$ cat config.mk
export PLATFORM = sky130hd
export DESIGN_NAME = tscc_smooth
export DESIGN_NICKNAME = d
export VERILOG_FILES = /design/src/hw/rtl/terrain_snow_cover_cell_unit_defines.svh /design/src/hw/rtl/tscc_smooth.sv
export SDC_FILE = /design/constraint.sdc
export NUM_CORES = 2
export LEC_CHECK = 0
export ABC_AREA = 1
export BUFFER_PORTS_ARGS = -buffer_cell sky130_fd_sc_hd__buf_2
export CELL_PAD_IN_SITES_DETAIL_PLACEMENT = 0
export CELL_PAD_IN_SITES_GLOBAL_PLACEMENT = 1
export CORE_MARGIN = 1
export CORE_UTILIZATION = 45
export DETAILED_ROUTE_END_ITERATION = 10
export PLACE_DENSITY = 0.79
export SYNTH_ARGS = -nofsm -noshare
export SYNTH_HDL_FRONTEND = slang
export SYNTH_SLANG_ARGS = --single-unit
$ cat constraint.sdc
create_clock -name clk -period 13.1 [get_ports clk]
set_input_delay 2.62 -clock clk [delete_from_list [all_inputs] [get_ports clk]]
set_output_delay 2.62 -clock clk [all_outputs]
set_load 0.01 [all_outputs]
$ cat src/hw/rtl/terrain_snow_cover_cell_unit_defines.svh
// Assertion helpers for the snow cover cell unit.
// Both expect clk and rst_n in scope.
`ifndef TERRAIN_SNOW_COVER_CELL_UNIT_DEFINES_SVH
`define TERRAIN_SNOW_COVER_CELL_UNIT_DEFINES_SVH

// Same-cycle implication.
`define TSCC_ASSERT_IMP(lbl, ante, cons, msg) \
    lbl: assert property (@(posedge clk) disable iff (!rst_n) (ante) |-> (cons)) \
        else $error(msg);

// Next-cycle implication.
`define TSCC_ASSERT_NXT(lbl, ante, cons, msg) \
    lbl: assert property (@(posedge clk) disable iff (!rst_n) (ante) |=> (cons)) \
        else $error(msg);

`endif

$ cat src/hw/rtl/tscc_smooth.sv
// Smoothstep 3t^2 - 2t^3 in Q16, two register stages.
module tscc_smooth (
    input  logic        clk,
    input  logic [16:0] u,
    output logic [16:0] s
);
    logic        full_reg;
    logic [31:0] sq_reg;
    logic [17:0] w_reg;
    logic [16:0] s_reg;
    logic [49:0] prod;

    always_ff @(posedge clk)
    begin
        full_reg <= u[16];
        sq_reg   <= u[15:0] * u[15:0];
        w_reg    <= 18'd196608 - {1'b0, u[15:0], 1'b0};
    end

    assign prod = sq_reg * w_reg;

    always_ff @(posedge clk)
    begin
        s_reg <= full_reg ? 17'd65536 : prod[48:32];
    end

    assign s = s_reg;

endmodule

# [Word level (Yosys, flattened, before mapping)]
# Cells that the tools add are included.
# Widths: inputs -> output; s select.
[totals] reg_bits=68 output_inout_bits=17
[op_classes] addsub=1 mul=2
[op_table] cell="$mul 32x18->49" count=1
[op_table] cell="$mul 16x16->32" count=1
[op_table] cell="$sub 18x17->18 const A" count=1

# [Logic depth before layout (Yosys ltp)]
[logic_depth] ltp_word=1 depth_mapped=27

# [Worst setup path before layout]
# OpenSTA, ideal clock, no wires.
[synth_timing] path_kind="input-to-reg" startpoint="input u[13]" endpoint="register sq_reg[31]" setup_ns=0.122 arrival_time_ns=7.751 path_slack_ns=5.227 path_stages=23 cell_sequence="clkbuf_1 -> clkbuf_1 -> nand2_1 -> fa_1 -> inv_1 -> fa_1 -> inv_1 -> fa_1 -> inv_1 -> fa_1 -> inv_1 -> fa_1 -> fa_1 -> inv_1 -> ha_1 -> a21oi_1 -> o21ai_0 -> nand2_1 -> inv_1 -> or2_2 -> a21oi_1 -> nand2_1 -> xor2_1"
[synth_via] elab_chain_cells=1
[synth_lines] element="start: declaration" line="tscc_smooth.sv:4" text="input logic [16:0] u,"
[synth_lines] element="$mul 16x16->32" line="tscc_smooth.sv:16" text="sq_reg <= u[15:0] * u[15:0];"
[synth_lines] element="end signal: assignment" line="tscc_smooth.sv:16"
[synth_lines] element="end: declaration" line="tscc_smooth.sv:8" text="logic [31:0] sq_reg;"
# No other way between the ends.
# A chain may end at the register's enable or synchronous reset.

# [Final worst setup path]
[layout_timing] startpoint="input u[3]" endpoint="register sq_reg[31]"
# Same word-level chain as after synthesis.

==> results.yml <==
sta:
  rsz0062_at_grt: "false"
  holdWs_ns: 0.408
  period_share: 0.583
  finalWorstSetupSlack_ns: 5.46
  setup_tns_ns: 0
  max_freq_ghz: 0.131
  finalMaxSlewViolations: 0
  timing.final.crit_period_ns: 7.64
  clock_skew_ns: 0.0158
  tightest_slew_ns: 1.04
  maxSlewHeadroom: 0.307
  finalSetupViolCount: 0
  hold_viol: 0
die:
  rows: 90
  dieArea_um2: 61900
  die_w_um: 249
  core_um2: 60200
  io-pin-count: 35
  die_h_um: 249
  start_util: 0.455
global_route:
  antenna_found_initial: 0
  grt_max_degree: 46
  grt_pass1_wl_um: 117000
  grt_util_all_layers: 0.236
  grt-ovfl-total: 0
  grt_pass1_vias: 22600
placement:
  dp_slack_ns: 5.11
  place.gp.congestion: 0.909
  dpl.hpwl_um: 54100
  place_area_um2: 28000
  port_buffers: 34
outcome:
  outcome: "completed"
clock_tree:
  cts_tree: "built"
  cts_buffers: 9
  hold_buffers: 0
  cts_buffer_depth: 2
  htreeDepth: 3
  clock_latency_ns: 0.37
  ctsResizeCount: 0
  post_cts_buffers: 0
  cts_sinks: 65
  cts_root_buf: "clkbuf_16"
  path_clk_slew_ns: 0.07
critical_path:
  arrival_ns: 7.89
  crit_end: "sq_reg[31]$_DFF_P_"
  crit_slowest_cell: "fa_1"
  crit_chain: "buf_2 > nand2_1 > fa_1 > inv_1 > fa_1 > inv_1 > fa_1 > inv_1 > fa_1 > inv_1 > fa_1 > fa_1 > inv_1 > ha_1 > a21oi_1 > o21ai_0 > nand2_1 > inv_1 > or2_2 > a21oi_1 > nand2_1 > xor2_1"
  cp.depth: 22
  end_kind: "flop"
  cp_top_family: "adder cells"
  cp_num_buf_inv: 7
  ff2ff_path_depth: 21
  cp-startpoint: "u[3]"
  path_class: "primary input to flop"
  rrSetupSlack_ns: 6.79
  cp.required_ns: 13.35
  r2r_start: "sq_reg[28]$_DFF_P_"
  cp-start-kind: "primary input"
  critPathMaxFanout: 18
  rr_endpoint: "s[9]$_SDFF_PP0_"
  slowest_delay_ns: 0.56
synth:
  synth_edf_count: 0
  synth_seq_cells: 65
  synth.distinct_cells: 43
  synthArstFlopShare: 0
  yosys_warnings: 0
  synth_sequential_area_ratio: 0.0475
  synthFlopType: "dfxtp_1"
  synth_cells: 3581
  syn_area_um2: 27400
  avgSynthCellArea_um2: 7.65
route:
  drtIter0Drc: 1065
  wl_um: 67100
  vias_per_cell: 4.82
  drtPass1Iterations: 7
  antenna_left: 0
  post_drt_wl_per_cell_um: 15.7
  vias: 20600
  drc_errors: 0
final_layout:
  largest_reg_flops: 31
  antenna_cells: 0
  drive_gt1_frac: 0.0272
  final_design_area_no_fill_um2: 28300
  fin_nets: 4363
  syn2layout_area_growth_pct: 3.47
  nFillCells: 6107
hold_path:
  hp-class: "flop to flop"
job:
  cap_violations: 0
==> cell families after synthesis <==
kind of cell,Yosys count,synth area share
xor+xnor,54,0.0173
flops,65,0.0475
fa+ha+maj,855,0.556
compound gates,191,0.0381
simple gates,1108,0.161
other cells,2,0.000274
buf+inv,1306,0.180
==> placed cells by master, fill, tap and decap left out, types with 3 or more instances in the layout <==
cell type  instances
ha_1             252
inv_6              3
xnor2_1           19
dfxtp_2           15
nor3_1            20
fa_1             603
o21bai_1          12
a21oi_1          100
nor2_1           123
dfxtp_1           50
buf_2             34
xor2_1            35
a31oi_1            4
nor3_4             3
a21o_1             9
inv_2              5
o21ai_1            4
inv_1           1156
o21ai_2            3
nor4_1             3
or2_2              4
nand2_2            4
nand2_1          879
o21ai_0           52
nand3_2            6
nand4_1           18
conb_1             8
nand3_1           42
clkbuf_16          9
==> worst min path at each step <==
stage	from	to	slack (ns)	cells after the start
4_1_cts	full_reg$_DFF_P_	s[6]$_SDFF_PP0_	0.41	1
6_report	full_reg$_DFF_P_	s[6]$_SDFF_PP0_	0.41	1
2_1_floorplan	full_reg$_DFF_P_	s[6]$_SDFF_PP0_	0.39	1
3_5_place_dp	full_reg$_DFF_P_	s[6]$_SDFF_PP0_	0.41	1
5_1_grt	full_reg$_DFF_P_	s[6]$_SDFF_PP0_	0.43	1
3_3_place_gp	full_reg$_DFF_P_	s[6]$_SDFF_PP0_	0.41	1
==> layer usage <==
layer | routed length [um] | GRT usage | up-vias
met2 | 33300 | 0.419 | 471
met1 | 29400 | 0.314 | 10200
li1 | - | - | 9857
met4 | 1510 | 0.0564 | 0
met5 | 0 | 0 | -
met3 | 2820 | 0.0180 | 93
==> synthesized netlist by cell type (4+ instances only) <==
cell | instances | area [um2]
nand3_1 | 42 | 210
nand2_1 | 879 | 3300
ha_1 | 252 | 3150
clkbuf_1 | 132 | 495
o21ai_0 | 52 | 260
inv_2 | 5 | 18.8
xor2_1 | 35 | 307
nor2_1 | 123 | 462
a21o_1 | 9 | 67.6
nor3_1 | 20 | 100
nand4_1 | 18 | 113
inv_1 | 1156 | 4340
dfxtp_1 | 65 | 1300
xnor2_1 | 19 | 166
o21bai_1 | 12 | 90.1
a31oi_1 | 4 | 25.0
a21oi_1 | 100 | 500
nand2_2 | 4 | 25.0
or2_2 | 4 | 25.0
fa_1 | 603 | 12100
buf_1 | 6 | 22.5
nand3_2 | 6 | 60.1
o21ai_1 | 4 | 20.0
==> cell type report <==
class,count,area (um2),area share
Tap cell,782,978,0.0345
Inverter,1162,4370,0.154
Clock buffer,9,225,0.00795
Multi-Input combinational cell,2216,21200,0.747
Timing Repair Buffer,36,185,0.00653
Clock inverter,7,82.6,0.00291
Sequential cell,65,1320,0.0466
==> metrics by stage <==
step | util | instances
after floorplan | - | 3587
after global placement | 0.465 | 4261
after detailed placement | 0.465 | 4261
after CTS | 0.470 | 4277
after global routing | 0.470 | 4277
final | 0.470 | 4277
Power is left out: the tool's default activity adds up to more than one toggle a clock period on the data nets, which glitch-free logic cannot reach.
