===== config.mk =====
export PLATFORM = sky130hd
export DESIGN_NAME = tscc_cfg_regs
export DESIGN_NICKNAME = d
export VERILOG_FILES = /design/src/hw/rtl/terrain_snow_cover_cell_unit_defines.svh /design/src/hw/rtl/tscc_pkg.sv /design/src/hw/rtl/tscc_cfg_regs.sv
export SDC_FILE = /design/constraint.sdc
export NUM_CORES = 1
export LEC_CHECK = 0
export BUFFER_PORTS_ARGS = -buffer_cell sky130_fd_sc_hd__buf_2
export CAP_MARGIN = 10
export CELL_PAD_IN_SITES_DETAIL_PLACEMENT = 1
export CELL_PAD_IN_SITES_GLOBAL_PLACEMENT = 1
export CORE_ASPECT_RATIO = 1.75
export CORE_MARGIN = 2
export CORE_UTILIZATION = 39
export DETAILED_ROUTE_END_ITERATION = 6
export PLACE_DENSITY_LB_ADDON = 0.1
export REMOVE_ABC_BUFFERS = 1
export SKIP_CTS_REPAIR_TIMING = 1
export SYNTH_ARGS = -nofsm -noshare
export SYNTH_HDL_FRONTEND = slang
export SYNTH_SLANG_ARGS = --single-unit

===== constraint.sdc =====
create_clock -name clk -period 6.8 [get_ports clk]
set_input_delay 0.68 -clock clk [delete_from_list [all_inputs] [get_ports clk]]
set_output_delay 0.68 -clock clk [all_outputs]
set_load 0.02 [all_outputs]

===== src/hw/rtl/terrain_snow_cover_cell_unit_defines.svh =====
// Assertion helpers for the snow cover cell unit.
// Both expect clk and rst_n in scope.
`ifndef TERRAIN_SNOW_COVER_CELL_UNIT_DEFINES_SVH
`define TERRAIN_SNOW_COVER_CELL_UNIT_DEFINES_SVH

// Same-cycle implication.
`define TSCC_ASSERT_IMP(lbl, ante, cons, msg) \
    lbl: assert property (@(posedge clk) disable iff (!rst_n) (ante) |-> (cons)) \
        else $error(msg);

// Next-cycle implication.
`define TSCC_ASSERT_NXT(lbl, ante, cons, msg) \
    lbl: assert property (@(posedge clk) disable iff (!rst_n) (ante) |=> (cons)) \
        else $error(msg);

`endif


===== src/hw/rtl/tscc_pkg.sv =====
package tscc_pkg;

    localparam int MAX_DEPTH_UNITS = 66;
    localparam int AFFECT_HEIGHT   = 1;

    localparam int CFG_IDX_W  = 4;
    localparam int CFG_DATA_W = 16;

    localparam logic [CFG_IDX_W-1:0] REG_BASE_TEMP       = 4'd0;
    localparam logic [CFG_IDX_W-1:0] REG_TEMP_DROP       = 4'd1;
    localparam logic [CFG_IDX_W-1:0] REG_SNOW_TEMP       = 4'd2;
    localparam logic [CFG_IDX_W-1:0] REG_TRANSITION_W    = 4'd3;
    localparam logic [CFG_IDX_W-1:0] REG_ACCUM_SLOPE     = 4'd4;
    localparam logic [CFG_IDX_W-1:0] REG_MAX_STABLE      = 4'd5;
    localparam logic [CFG_IDX_W-1:0] REG_SHELTER_STRENGTH = 4'd6;
    localparam logic [CFG_IDX_W-1:0] REG_PRECIPITATION   = 4'd7;

    // Divider geometry: 16 fraction bits, four bits per stage
    localparam int DEN_W          = 15;
    localparam int Q_W            = 16;
    localparam int BITS_PER_STAGE = 4;
    localparam int DIV_STAGES     = Q_W / BITS_PER_STAGE;

    // Accept edge to result strobe
    localparam int PIPE_LAT = 15;

    typedef struct packed {
        logic signed [15:0] height_sample;
        logic [14:0]        slope_angle;
        logic signed [15:0] concavity_value;
    } cell_item_t;

    typedef struct packed {
        logic signed [17:0] cell_temp;
        logic [15:0]        snow_cover;
        logic [14:0]        snow_depth;
        logic signed [15:0] new_height;
    } cell_result_t;

    // Register values with the range limits already applied
    typedef struct packed {
        logic signed [15:0] base_temp;
        logic [15:0]        temp_drop;
        logic signed [13:0] snow_temp;
        logic [DEN_W-1:0]   trans_w;
        logic [14:0]        accum_slope;
        logic [DEN_W-1:0]   slope_span;
        logic [15:0]        shelter_strength;
        logic [15:0]        precipitation;
    } cfg_t;

endpackage


===== src/hw/rtl/tscc_cfg_regs.sv =====
module tscc_cfg_regs (
    input  logic                            clk,
    input  logic                            rst_n,
    input  logic                            cfg_we,
    input  logic [tscc_pkg::CFG_IDX_W-1:0]  cfg_index,
    input  logic [tscc_pkg::CFG_DATA_W-1:0] cfg_data,
    output tscc_pkg::cfg_t                  cfg
);
    import tscc_pkg::*;

    logic [15:0] base_temp_reg;
    logic [15:0] temp_drop_reg;
    logic [13:0] snow_temp_reg;
    logic [12:0] trans_w_reg;
    logic [14:0] accum_reg;
    logic [14:0] max_stable_reg;
    logic [15:0] shelter_reg;
    logic [15:0] precip_reg;

    logic [14:0] max_eff;
    logic [14:0] accum_eff;
    logic [14:0] span_raw;

    always_ff @(posedge clk or negedge rst_n)
    begin
        if (!rst_n)
        begin
            base_temp_reg  <= 16'd3072;
            temp_drop_reg  <= 16'd16640;
            snow_temp_reg  <= 14'd384;
            trans_w_reg    <= 13'd1024;
            accum_reg      <= 15'd5632;
            max_stable_reg <= 15'd12288;
            shelter_reg    <= 16'd29491;
            precip_reg     <= 16'd52429;
        end
        else if (cfg_we)
        begin
            case (cfg_index)
                REG_BASE_TEMP:        base_temp_reg  <= cfg_data;
                REG_TEMP_DROP:        temp_drop_reg  <= cfg_data;
                REG_SNOW_TEMP:        snow_temp_reg  <= cfg_data[13:0];
                REG_TRANSITION_W:     trans_w_reg    <= cfg_data[12:0];
                REG_ACCUM_SLOPE:      accum_reg      <= cfg_data[14:0];
                REG_MAX_STABLE:       max_stable_reg <= cfg_data[14:0];
                REG_SHELTER_STRENGTH: shelter_reg    <= cfg_data;
                REG_PRECIPITATION:    precip_reg     <= cfg_data;
                default: ;
            endcase
        end
    end

    // Clamp slope limits and keep the span at least one degree
    always_comb
    begin
        if (max_stable_reg < 15'd256)
            max_eff = 15'd256;
        else if (max_stable_reg > 15'd22784)
            max_eff = 15'd22784;
        else
            max_eff = max_stable_reg;
        accum_eff = (accum_reg > max_eff) ? max_eff : accum_reg;
        span_raw  = max_eff - accum_eff;
    end

    assign cfg.base_temp        = base_temp_reg;
    assign cfg.temp_drop        = temp_drop_reg;
    assign cfg.snow_temp        = snow_temp_reg;
    assign cfg.trans_w          = (trans_w_reg < 13'd26) ? DEN_W'(26)
                                                         : DEN_W'(trans_w_reg);
    assign cfg.accum_slope      = accum_eff;
    assign cfg.slope_span       = (span_raw < 15'd256) ? DEN_W'(256) : DEN_W'(span_raw);
    assign cfg.shelter_strength = shelter_reg;
    assign cfg.precipitation    = precip_reg;

endmodule


-- Yosys cells after proc, flatten, opt, wreduce, memory -nomap -nowiden
Index checks and enable logic that the tools add are counted.
- bits in registers: 121
- input bits: 23
- logic and storage cells: 35
- $add $sub $neg: 1
- order comparisons: 5
- eq/ne operators: 7
- multiplexer cells: 5
- reductions and logical operators: 9
- operators with widths (operator ; number):
    $mux 15 ; 4
    $lt 15x9->1 const B ; 2
    $eq 4x3->1 const B ; 4
    $reduce_and 2->1 ; 8
    $gt 15x15->1 ; 1
    $gt 15x15->1 const B ; 1
    $sub 15x15->15 ; 1
    $lt 13x5->1 const B ; 1
    $mux 13 ; 1
    $eq 4x2->1 const B ; 2
    $eq 4x1->1 const B ; 1
    $logic_not 4->1 ; 1

-- Logic depth before layout (Yosys ltp)
- word-level depth: 8
- gate-level depth with buffers: 31
- mapped depth without buffers: 24

-- Least setup slack after synthesis
Ideal clock, no wire load.
- path kind: register -> output
- start point: register max_stable_reg[4]
- end point: output cfg[32] in the netlist's numbering
- arrival time: 6.546 ns
- setup slack: -0.426 ns
- cell stages (with the launch flop): 28
- path buffers: 6
- path through: dfrtp_1 > buf_6 > nor4_4 > nand4_1 > a211oi_2 > buf_6 > buf_2 > nand2_1 > ha_1 > a211oi_1 > o21bai_1 > o21bai_1 > a21o_2 > clkbuf_8 > clkbuf_1 > buf_1 > nand2_1 > o21ai_0 > ha_1 > inv_1 > a21oi_1 > o41ai_1 > a21oi_1 > a221oi_4 > o211a_1 > nor3_1 > nor2b_1 > a31oi_1
- RTL lines (item ; RTL line ; text):
    start, declared ; tscc_cfg_regs.sv:16 ; logic [14:0] max_stable_reg;
    start signal, assigned ; tscc_cfg_regs.sv:45 ; REG_MAX_STABLE: max_stable_reg <= cfg_data[14:0];
    end, declared ; tscc_cfg_regs.sv:7 ; output tscc_pkg::cfg_t cfg

==> metrics.txt <==
Worst Max-Slew Pin Slew=1.08 ns; DRT iter0 DRCs=196; Data arrival, critical path=6.03 ns; htree depth=4; Post-Route M1 WL=8.06 mm; Residual DRC=0; number of flops mapped to enable cells by yosys=0; post-synthesis register bit count=121; final core occ=0.513; Post-synth top cells=mux2_2, dfrtp_1, nand2_1, nor2_1, dfstp_2; initial antenna violation count=0; warning count from the yosys run=0; Clock Skews=0 ns; area delta synth->final=28.9%; TritonRoute pass-1 iters=4; final WL=23.5 mm; DP Worst Slack=0.169 ns; IO buf count=143; GRT Util Overall=0.246; Met3 Wirelength=800 um; worst min path class=in2async; share of the synthesized area in the top cell type=0.318; Num CTS Buffers=17; Std-Cell Rows=65; DR WL met2=13.8 mm; critical path class=reg2out; num ports=146; grt total ovfl=0; clock buffer depth=2; DR vias/cell=5.49; Synth area leader=dfrtp_1; post-synthesis cell area=0.00716 mm^2; maximum VDD drop=0.312 mV; Final min period=6.71 ns; starting density of the core=0.398; global-route wire length before repair=36.5 mm; CP top delay family=compound AO/OA/AOI/OAI gates; hold violation count in the final report=0; crit path launch type=flop; Post-Syn Instances=659; flop2flop setup slack=5.76 ns; GPL Wtd Cong=0.879; main area contributors after synthesis=dfrtp_1, mux2_2, dfstp_2; Clock Sinks=121; core area=0.0180 mm^2; DIE WIDTH=106 um; die area=0.0195 mm^2; highest routed layer=met4; most used cell, CP=buf_4; Final nets=893; Leak=0.00427 uW; clk slew on worst S/H paths=0.05 ns; power per cell area=529 mW/mm^2; antenna-violating nets left=0; MaxCap Viol Count=0; crit end category=primary output; fmax=0.149 GHz; final setup margin=0.0892 ns; Max Slew Vio Count=0; ant diodes=0; Main synth FF type=dfrtp_1; Seq/Total Area, Yosys=0.428; layout cells sized above 1=0.531; count of cell types in the netlist=83; Crit path buffers/inverters=8; HPWL Detailed=17.9 mm; DR vias=5998; largest net degree at the start of global routing=85; Die Ht=183 um; worst-path maximum fanout=8; setup violators final=0; Slew HR=0.277; Slowest cell on crit path=or4_4; routed length per instance=21.5 um; result of the run=finished, final reports clean; count leader, synth=mux2_2; critical path's largest stage delay=0.56 ns; Tcrit/Tclk final=0.987; clock root buffer=clkbuf_16; Post-synth ARST share=1.00; CTS tree=yes; Critical Path RT=6.12 ns; syn avg cell area=10.9 um^2; worst skew pair latency=0.40 ns; vias in the first global route=6698
-- layout by cell type, fill, tap and decap left out, drive strengths merged, types with 24 or more instances in the layout --
| master | synthesis | layout |
|---|---|---|
| inv | 28 | 28 |
| dfstp | 30 | 30 |
| nand2 | 61 | 61 |
| a21oi | 25 | 25 |
| mux2 | 117 | 117 |
| buf | 13 | 205 |
| ha | 24 | 24 |
| dfrtp | 91 | 91 |
| nor2 | 32 | 32 |
| o21ai | 29 | 29 |
-- kinds of logic after synthesis --
kind of cell / synth area share
AOI/OAI and AO/OA: 0.147
xor gates and xnor gates: 0.00734
adders and majority gates: 0.0448
buffers and inverters: 0.0505
DFF: 0.428
muxes: 0.186
other: 0.000524
and+or+nand+nor: 0.136
-- where the power goes --
part	switching, uW	leakage, uW	total, uW	internal (uW)
clock	301	0.000283	854	553
sequential	142	0.00143	1060	920
combinational	1760	0.00256	2970	1210
total	2200	0.00427	4880	2680
-- metrics by stage --
stage | hold WS [ns] | instance area [um^2] | cells | setup TNS, ns | power (uW)
3_5_place_dp | 0.492 | 8260 | 1038 | 0 | 3750
3_3_place_gp | 0.484 | 8260 | 1038 | 0 | 3680
2_1_floorplan | 0.384 | 6900 | 620 | -2.66 | 2710
4_1_cts | 0.235 | 8820 | 1070 | -1.66 | 4630
5_1_grt | 0.250 | 9230 | 1092 | -0.436 | 5170
6_report | 0.235 | 9230 | 1092 | 0 | 4880
-- routing by layer --
layer / GRT usage / vias to the layer above
met2: 0.493 / 144
met1: 0.234 / 3042
met4: 0.116 / 0
met3: 0.0462 / 54
met5: 0 / -
li1: - / 2758
-- path summary, 6_finish.rpt --
check,from,to,depth (start not counted)
min reg2reg,temp_drop_reg[0]$_DFFE_PN0P_,temp_drop_reg[0]$_DFFE_PN0P_,1
max in group asynchronous,rst_n,max_stable_reg[14]$_DFFE_PN0P_,2
min in group clk,temp_drop_reg[0]$_DFFE_PN0P_,temp_drop_reg[0]$_DFFE_PN0P_,1
max,max_stable_reg[13]$_DFFE_PN1P_,cfg[38],29
min,rst_n,precip_reg[1]$_DFFE_PN0P_,1
max reg2reg,accum_reg[6]$_DFFE_PN0P_,accum_reg[6]$_DFFE_PN0P_,1
-- cell type report --
| class | instances | area, um^2 |
|---|---|---|
| well taps | 234 | 293 |
| clock buffers | 22 | 464 |
| inverters | 28 | 108 |
| repair buffers | 206 | 1230 |
| flip-flops and latches | 121 | 3070 |
| fillers | 2011 | 8750 |
| multi-input cells | 471 | 3960 |
| clock inverters | 10 | 103 |
Power figures use the tool's default switching activity.
