## src/hw/rtl/terrain_snow_cover_cell_unit_defines.svh

```systemverilog
// Assertion helpers for the snow cover cell unit.
// Both expect clk and rst_n in scope.
`ifndef TERRAIN_SNOW_COVER_CELL_UNIT_DEFINES_SVH
`define TERRAIN_SNOW_COVER_CELL_UNIT_DEFINES_SVH

// Same-cycle implication.
`define TSCC_ASSERT_IMP(lbl, ante, cons, msg) \
    lbl: assert property (@(posedge clk) disable iff (!rst_n) (ante) |-> (cons)) \
        else $error(msg);

// Next-cycle implication.
`define TSCC_ASSERT_NXT(lbl, ante, cons, msg) \
    lbl: assert property (@(posedge clk) disable iff (!rst_n) (ante) |=> (cons)) \
        else $error(msg);

`endif

```

## src/hw/rtl/tscc_pkg.sv

```systemverilog
package tscc_pkg;

    localparam int MAX_DEPTH_UNITS = 66;
    localparam int AFFECT_HEIGHT   = 1;

    localparam int CFG_IDX_W  = 4;
    localparam int CFG_DATA_W = 16;

    localparam logic [CFG_IDX_W-1:0] REG_BASE_TEMP       = 4'd0;
    localparam logic [CFG_IDX_W-1:0] REG_TEMP_DROP       = 4'd1;
    localparam logic [CFG_IDX_W-1:0] REG_SNOW_TEMP       = 4'd2;
    localparam logic [CFG_IDX_W-1:0] REG_TRANSITION_W    = 4'd3;
    localparam logic [CFG_IDX_W-1:0] REG_ACCUM_SLOPE     = 4'd4;
    localparam logic [CFG_IDX_W-1:0] REG_MAX_STABLE      = 4'd5;
    localparam logic [CFG_IDX_W-1:0] REG_SHELTER_STRENGTH = 4'd6;
    localparam logic [CFG_IDX_W-1:0] REG_PRECIPITATION   = 4'd7;

    // Divider geometry: 16 fraction bits, four bits per stage
    localparam int DEN_W          = 15;
    localparam int Q_W            = 16;
    localparam int BITS_PER_STAGE = 4;
    localparam int DIV_STAGES     = Q_W / BITS_PER_STAGE;

    // Accept edge to result strobe
    localparam int PIPE_LAT = 15;

    typedef struct packed {
        logic signed [15:0] height_sample;
        logic [14:0]        slope_angle;
        logic signed [15:0] concavity_value;
    } cell_item_t;

    typedef struct packed {
        logic signed [17:0] cell_temp;
        logic [15:0]        snow_cover;
        logic [14:0]        snow_depth;
        logic signed [15:0] new_height;
    } cell_result_t;

    // Register values with the range limits already applied
    typedef struct packed {
        logic signed [15:0] base_temp;
        logic [15:0]        temp_drop;
        logic signed [13:0] snow_temp;
        logic [DEN_W-1:0]   trans_w;
        logic [14:0]        accum_slope;
        logic [DEN_W-1:0]   slope_span;
        logic [15:0]        shelter_strength;
        logic [15:0]        precipitation;
    } cfg_t;

endpackage

```

## src/hw/rtl/tscc_frac_div.sv

```systemverilog
// Pipelined restoring divider: quo = floor(num * 2^Q_W / den), valid for num < den.
module tscc_frac_div (
    input  logic                        clk,
    input  logic [tscc_pkg::DEN_W-1:0]  num,
    input  logic [tscc_pkg::DEN_W-1:0]  den,
    output logic [tscc_pkg::Q_W-1:0]    quo
);
    import tscc_pkg::*;

    logic [DEN_W-1:0] rem_reg [DIV_STAGES];
    logic [Q_W-1:0]   quo_reg [DIV_STAGES];

    for (genvar s = 0; s < DIV_STAGES; s++)
    begin : g_stage
        logic [DEN_W-1:0] r_in;
        logic [Q_W-1:0]   q_in;
        logic [DEN_W-1:0] r_next;
        logic [Q_W-1:0]   q_next;

        if (s == 0)
        begin : g_first
            assign r_in = num;
            assign q_in = '0;
        end
        else
        begin : g_rest
            assign r_in = rem_reg[s-1];
            assign q_in = quo_reg[s-1];
        end

        always_comb
        begin
            logic [DEN_W:0] t;
            r_next = r_in;
            q_next = q_in;
            for (int k = 0; k < BITS_PER_STAGE; k++)
            begin
                t = {r_next, 1'b0};
                if (t >= {1'b0, den})
                begin
                    t      = t - {1'b0, den};
                    q_next = {q_next[Q_W-2:0], 1'b1};
                end
                else
                begin
                    q_next = {q_next[Q_W-2:0], 1'b0};
                end
                r_next = t[DEN_W-1:0];
            end
        end

        always_ff @(posedge clk)
        begin
            rem_reg[s] <= r_next;
            quo_reg[s] <= q_next;
        end
    end

    assign quo = quo_reg[DIV_STAGES-1];

endmodule

```

## config.mk

```make
export PLATFORM = sky130hd
export DESIGN_NAME = tscc_frac_div
export DESIGN_NICKNAME = d
export VERILOG_FILES = /design/src/hw/rtl/terrain_snow_cover_cell_unit_defines.svh /design/src/hw/rtl/tscc_pkg.sv /design/src/hw/rtl/tscc_frac_div.sv
export SDC_FILE = /design/constraint.sdc
export NUM_CORES = 1
export LEC_CHECK = 0
export ABC_AREA = 0
export BUFFER_PORTS_ARGS = -buffer_cell sky130_fd_sc_hd__buf_4
export CORE_AREA = 2 2 164 198
export DETAILED_ROUTE_END_ITERATION = 10
export DIE_AREA = 0 0 166 200
export MAX_ROUTING_LAYER = met4
export RECOVER_POWER = 25
export SYNTH_ARGS = -nofsm -noshare
export SYNTH_HDL_FRONTEND = slang
export SYNTH_SLANG_ARGS = --single-unit
export TNS_END_PERCENT = 30
```

## constraint.sdc

```tcl
create_clock -name clk -period 28.1 [get_ports clk]
set_clock_uncertainty 0.05 [all_clocks]
set_input_delay 1.405 -clock clk [delete_from_list [all_inputs] [get_ports clk]]
set_output_delay 1.405 -clock clk [all_outputs]
set_load 0.02 [all_outputs]
```

* Word level (Yosys, flattened, before mapping)
Memory sizes are Yosys's and may differ from the RTL's. Cells that the tools add are included.
Operators by class: multiplexer cells 32, $add $sub $neg 16, $lt $le $gt $ge 16
Operator list (number):
- 16-bit by 15-bit greater-or-equal comparator with 1-bit output | 16
- 15-bit two-way mux | 16
- 15-bit subtractor | 16
- 1-bit two-way mux | 16
Word-level totals: flip-flop bits (word level) 0, memories kept 2, logic and storage cells 66, output and inout bits 16, bits in writable memories 124, bits of input ports 31
Memories:
- quo_reg | words 4, bits a word 16, read ports 4, clocked after Yosys merged registers in 0, write ports 4, RTL line tscc_frac_div.sv:11 | logic [Q_W-1:0] quo_reg [DIV_STAGES];
- rem_reg | words 4, bits a word 15, read ports 3, clocked after Yosys merged registers in 0, write ports 4, RTL line tscc_frac_div.sv:10 | logic [DEN_W-1:0] rem_reg [DIV_STAGES];

* Longest topological paths before layout
Gate-level depths: netlist (run 1). An unclocked memory read counts as a cell.
depth in word-level cells 9, gate-level depth with buffers 48, gate-level depth less buffers 44

* Worst setup path before layout (run 1)
Ideal clock, no wire load.
kind in2reg, start point in den[0] in the netlist's numbering, end point mem rem_reg[1][5], cell stages on the path 45, data arrival time 10763 ps, path slack 17165 ps, buffers on the path 4, cell sequence inv_2 > clkbuf_1 > fa_1 > a21o_1 > a221oi_2 > a21o_1 > a21oi_2 > o21ai_2 > nand2_4 > mux2_2 > ha_1 > o21ai_0 > a21oi_1 > o21a_1 > o21ai_1 > a21oi_1 > and2_1 > nor2_2 > [... 9 more ...] > a311oi_1 > a211o_1 > a221oi_4 > inv_4 > buf_2 > mux2_2 > ha_1 > or2_2 > a21oi_1 > a211oi_1 > nor3_1 > o31ai_1 > a21o_1 > a211o_1 > a2111oi_4 > buf_6 > nor2_1 > a221o_1
RTL lines:
- start, declared | RTL line tscc_frac_div.sv:5 | input logic [tscc_pkg::DEN_W-1:0] den,
- end, declared | RTL line tscc_frac_div.sv:10

==> results of run 1 <==
==> through the flow <==
stage	setup slack [ns]	cells	hold slack, ns	utilization, %	instance area, um^2
3_5_place_dp	14.66	2202	0.2621	47.38	14770
5_1_grt	14.14	2218	0.2830	48.42	15100
3_3_place_gp	14.64	2202	0.2604	47.38	14770
6_report	14.98	2218	0.2784	48.42	15100
4_1_cts	14.97	2218	0.2794	48.43	15100
2_1_floorplan	17.17	1768	0.2596	-	13960
==> worst max-delay path: cells and delay by family <==
family | cells | cell delay, ns
adder cells (fa/ha/maj) | 4 | 1.50
AO/OA/AOI/OAI | 23 | 5.97
multiplexers | 2 | 0.74
AND/OR/NAND/NOR | 8 | 1.99
buffers and inverters | 5 | 1.61
==> cells by family after synthesis <==
family / Yosys count / share of synthesized area (%)
AND/OR/NAND/NOR: 527 / 17.92
flip-flops: 85 / 12.19
XOR/XNOR: 163 / 10.23
AO/OA/AOI/OAI: 544 / 26.26
adder cells (fa/ha/maj): 231 / 20.92
multiplexers: 119 / 9.502
buffers and inverters: 99 / 2.976
==> worst paths after layout <==
kind	to	slack, ns	depth (start not counted)
hold reg to reg	quo_reg[3][11]	0.28	0
setup reg to reg	rem_reg[1][7]	16.59	40
setup / recovery	rem_reg[1][7]	14.98	42
hold / removal	quo_reg[3][11]	0.28	0
==> layout by cell type, fill, tap and decap left out, types with 10 or more instances in the layout <==
master / n
mux2_2: 99
ha_1: 227
o21a_1: 38
o21bai_1: 19
inv_1: 64
a31oi_1: 13
and2_1: 14
nand2b_1: 29
a21oi_1: 155
nor3_1: 56
a211oi_1: 17
or2_2: 15
mux2i_1: 14
and3_1: 12
nand3_1: 26
xor2_1: 66
a2111oi_0: 10
nand2_1: 113
nor2b_1: 24
nand4_1: 13
nor2_1: 181
o31ai_1: 17
dfxtp_1: 85
or3_1: 18
buf_4: 61
a21o_1: 66
xnor2_1: 97
o21ai_0: 97
==> per-layer routing <==
metal	GRT usage, %	vias up	wire length, um
met4	10.85	0	1782
met5	-	-	0
met1	27.46	6118	17430
met2	47.79	215	20890
li1	-	6644	-
met3	2.129	90	1014
==> area by class of cell <==
cell class,instances,area (um^2)
fill,3138,16080
tap,401,501.7
timing repair buffer,62,461.7
clock buffer,11,242.7
multi-input combinational,1584,11840
sequential,85,1702
clock inverter,5,83.83
inverter,70,265.3
==> impl_metrics.yaml, run 1 <==
logic_synthesis:
  yosysMostFrequentCell: "ha_1"
  ys_warn_count: 0
  synth-seq-cells: 85
  yosysTopAreaCellShare_pct: 20.35
  syn_area_per_cell_um2: 7.894
  yosysTopAreaCell: "ha_1"
  yosys-top-cells-count: "227 x ha_1, 181 x nor2_1, 155 x a21oi_1"
  synth_nets: 2030
  async_reset_ff_share_pct: 0
  synth_ff_type: "dfxtp_1"
  synth-edff-count: 0
  ys_seq_area_share_pct: 12.19
  synth_area_um2: 13960
  postSynthCellCount: 1768
  synthTopCellsByArea: "ha_1 20%, dfxtp_1 12%, mux2_2 8.0%"
  ys_types: 86
clock_tree:
  cts.repair.resized: 0
  cts.sinks: 85
  cts_buffers: 9
  cts_setup_buffers: 0
  tritoncts: "done"
  clkSlewWorstSetupHoldPaths_ns: 0.07
  cts_buffer_depth: 2
  cts-root-buf: "clkbuf_16"
  clock_latency_ns: 0.36
  ctsHoldBuffers: 0
  cts.htree.levels: 3
detailed_routing:
  drt-total-wl_um: 41110
  wire_per_inst_um: 18.53
  drc: 0
  ant_nets: 0
  vias: 13070
  firstDrtPassIters: 5
  vias_per_cell: 5.891
  drtIter0Drc: 649
placement:
  gp_congestion: 0.8782
  place.detailed.hpwl_um: 30970
  port_buffers: 46
die:
  pin_count: 47
  design.die.area_um2: 33200
  die_h_um: 200
  initial_utilization_pct: 44.76
  die_w_um: 166
  rows: 71
  core_um2: 31180
final_layout:
  layout-drive-gt1-share_pct: 12.27
  area_growth_pct: 8.167
  antenna-diode-count: 0
  nets: 2074
  largest_register_ffs: 45
worst_setup_path:
  worstReg2RegStart: "rem_reg[0][0]"
  slowest_stage: "a2111oi_4"
  worstPathArrival_ns: 13.27
  path_class: "in -> reg"
  cp.required_ns: 28.24
  critPathMaxFanout: 33
  crit_start: "den[0]"
  slowest_delay_ns: 0.85
  crit_path_start_kind: "input pin"
  path_common_cell: "a21oi_1"
  endpoint_kind: "register"
timing:
  hold_viol: 0
  slew_headroom_pct: 34.50
  rsz0062_at_grt: "false"
  slew_violations: 0
  fmax_mhz: 76.21
  fin_crit_sh_pct: 46.70
  worstMarginPinSlew_ns: 0.9751
  finalSetupViolations: 0
  fin_crit_ns: 13.12
  tns_ns: 0
run_status:
  status: "completed"
min_path:
  min-delay-start: "quo_reg[2][7]"
  hp-class: "reg -> reg"
global_routing:
  grt_max_degree: 34
  grt_pass1_vias: 12900
  grt_use_total_pct: 25.38
  antenna_found_initial: 0
  overflow: 0
  grt_pass1_wl_um: 65630
flow_run:
  drv_cap: 0
Power of run 1 is left out: the tool's default activity adds up to more than one toggle a clock period on the data nets, which glitch-free logic cannot reach.
==> run 2, diff against run 1 <==
==> constraint.sdc (replaced) <==
create_clock -name clk -period 12.7 [get_ports clk]
set_clock_uncertainty 0.05 [all_clocks]
set_input_delay 0.635 -clock clk [delete_from_list [all_inputs] [get_ports clk]]
set_output_delay 0.635 -clock clk [all_outputs]
set_load 0.02 [all_outputs]
==> impl_metrics.yaml, run 2 (same netlist as run 1, synthesis figures left out) <==
global_routing:
  top_usage_layer: "met2"
  grt_pass1_wl_um: 67810
  grt_pass1_vias: 12920
  use_met1_pct: 29.18
  overflow: 0
  antenna_found_initial: 0
  use_met2_pct: 47.73
  met3_usage_pct: 3.194
  grt_use_total_pct: 26.62
  grt_max_degree: 33
worst_setup_path:
  worstReg2RegStart: "rem_reg[1][0]"
  cp.required_ns: 12.90
  critPathMaxFanout: 19
  path_class: "in -> reg"
  path_common_cell: "a21oi_1"
  slowest_delay_ns: 0.59
  endpoint_kind: "register"
  slowest_stage: "a221o_1"
  r2r-end: "rem_reg[2][14]"
  crit_path_start_kind: "input pin"
  reg2reg_slack_ns: 1.68
  worstPathArrival_ns: 11.72
  reg2reg_depth: 40
clock_tree:
  cts_setup_buffers: 0
  cts_buffers: 9
  cts-root-buf: "clkbuf_16"
  ctsHoldBuffers: 0
  clock_latency_ns: 0.37
  tritoncts: "done"
  cts_buffer_depth: 2
  clkSlewWorstSetupHoldPaths_ns: 0.07
  cts.repair.resized: 0
  cts.sinks: 85
  cts.htree.levels: 3
final_layout:
  antenna-diode-count: 0
  nets: 2094
  utilization_pct: 48.82
  largest_register_ffs: 45
  final_common_cell: "ha_1"
  mostFrequentLayoutCells: "227 x ha_1, 181 x nor2_1, 155 x a21oi_1"
  layout-drive-gt1-share_pct: 13.23
  design_area_um2: 15220
  area_growth_pct: 9.063
timing:
  fin_crit_sh_pct: 90.70
  rsz0062_at_grt: "false"
  fmax_mhz: 86.81
  worstMarginPinSlew_ns: 0.8711
  slew_violations: 0
  finalSetupViolations: 0
  tns_ns: 0
  fin_crit_ns: 11.52
  layout_setup_ws_ns: 1.181
  slew_headroom_pct: 41.93
  hold_viol: 0
placement:
  port_buffers: 46
  dp_slack_ns: 0.8427
  place.detailed.hpwl_um: 34500
  gp_congestion: 0.9369
  dpl_cell_area_um2: 14920
die:
  rows: 71
  pin_count: 47
  die_h_um: 200
  die_w_um: 166
  design.die.area_um2: 33200
  initial_utilization_pct: 44.76
  core_um2: 31180
min_path:
  min_to: "quo_reg[2][10]"
  hp-class: "reg -> reg"
  min-delay-start: "quo_reg[1][6]"
  whs_path_depth: 0
detailed_routing:
  drtIter0Drc: 695
  firstDrtPassIters: 8
  vias_per_cell: 5.967
  vias: 13360
  wire_per_inst_um: 19.23
  drt-total-wl_um: 43040
  ant_nets: 0
  drc: 0
run_status:
  status: "completed"
flow_run:
  drv_cap: 0
## run 2: changes by cell type in the layout (fill, tap and decap cells not counted), sizes merged
cell      delta
clkbuf       -1
clkinvlp     -2
buf         +20
clkinv       +3
inv          +1
bufinv       -1
## run 2: routing by layer
metal	up-vias	part of all wire [%]
met5	-	0
met2	313	49
li1	6678	-
met1	6245	41
met3	119	3.9
met4	0	5.5
## run 2: critical path, delay by kind of cell
kind | cells | cell delay, ns
simple gates | 5 | 1.02
mux | 4 | 1.49
compound gates | 25 | 6.09
fa+ha+maj | 4 | 1.53
buf+inv | 4 | 0.92
## run 2: per-stage QoR
step | std cells | hold WS, ns
after global routing | 2238 | 0.2812
final | 2238 | 0.2735
after CTS | 2238 | 0.2741
after floorplan | 1768 | 0.2596
after global placement | 2222 | 0.2606
after detailed placement | 2222 | 0.2621
## run 2: final cells by class
cell class / count / area [um^2]
well taps: 401 / 501.7
clock buffers: 10 / 229.0
repair buffers: 82 / 611.8
multi-input cells: 1584 / 11840
flip-flops and latches: 85 / 1702
fillers: 3110 / 15960
inverters: 70 / 265.3
clock inverters: 6 / 72.57
## run 2: how the worst max path moves through the flow
stage                endpoint  slack, ns   start
6_report       rem_reg[2][14]       1.18  den[1]
5_1_grt        rem_reg[2][14]       0.25  den[1]
4_1_cts        rem_reg[2][14]       1.20  den[1]
3_3_place_gp   rem_reg[2][14]       1.05  den[1]
2_1_floorplan   rem_reg[1][5]       2.54  den[0]
3_5_place_dp   rem_reg[2][14]       0.84  den[1]
Power of run 2 is left out for the same reason.
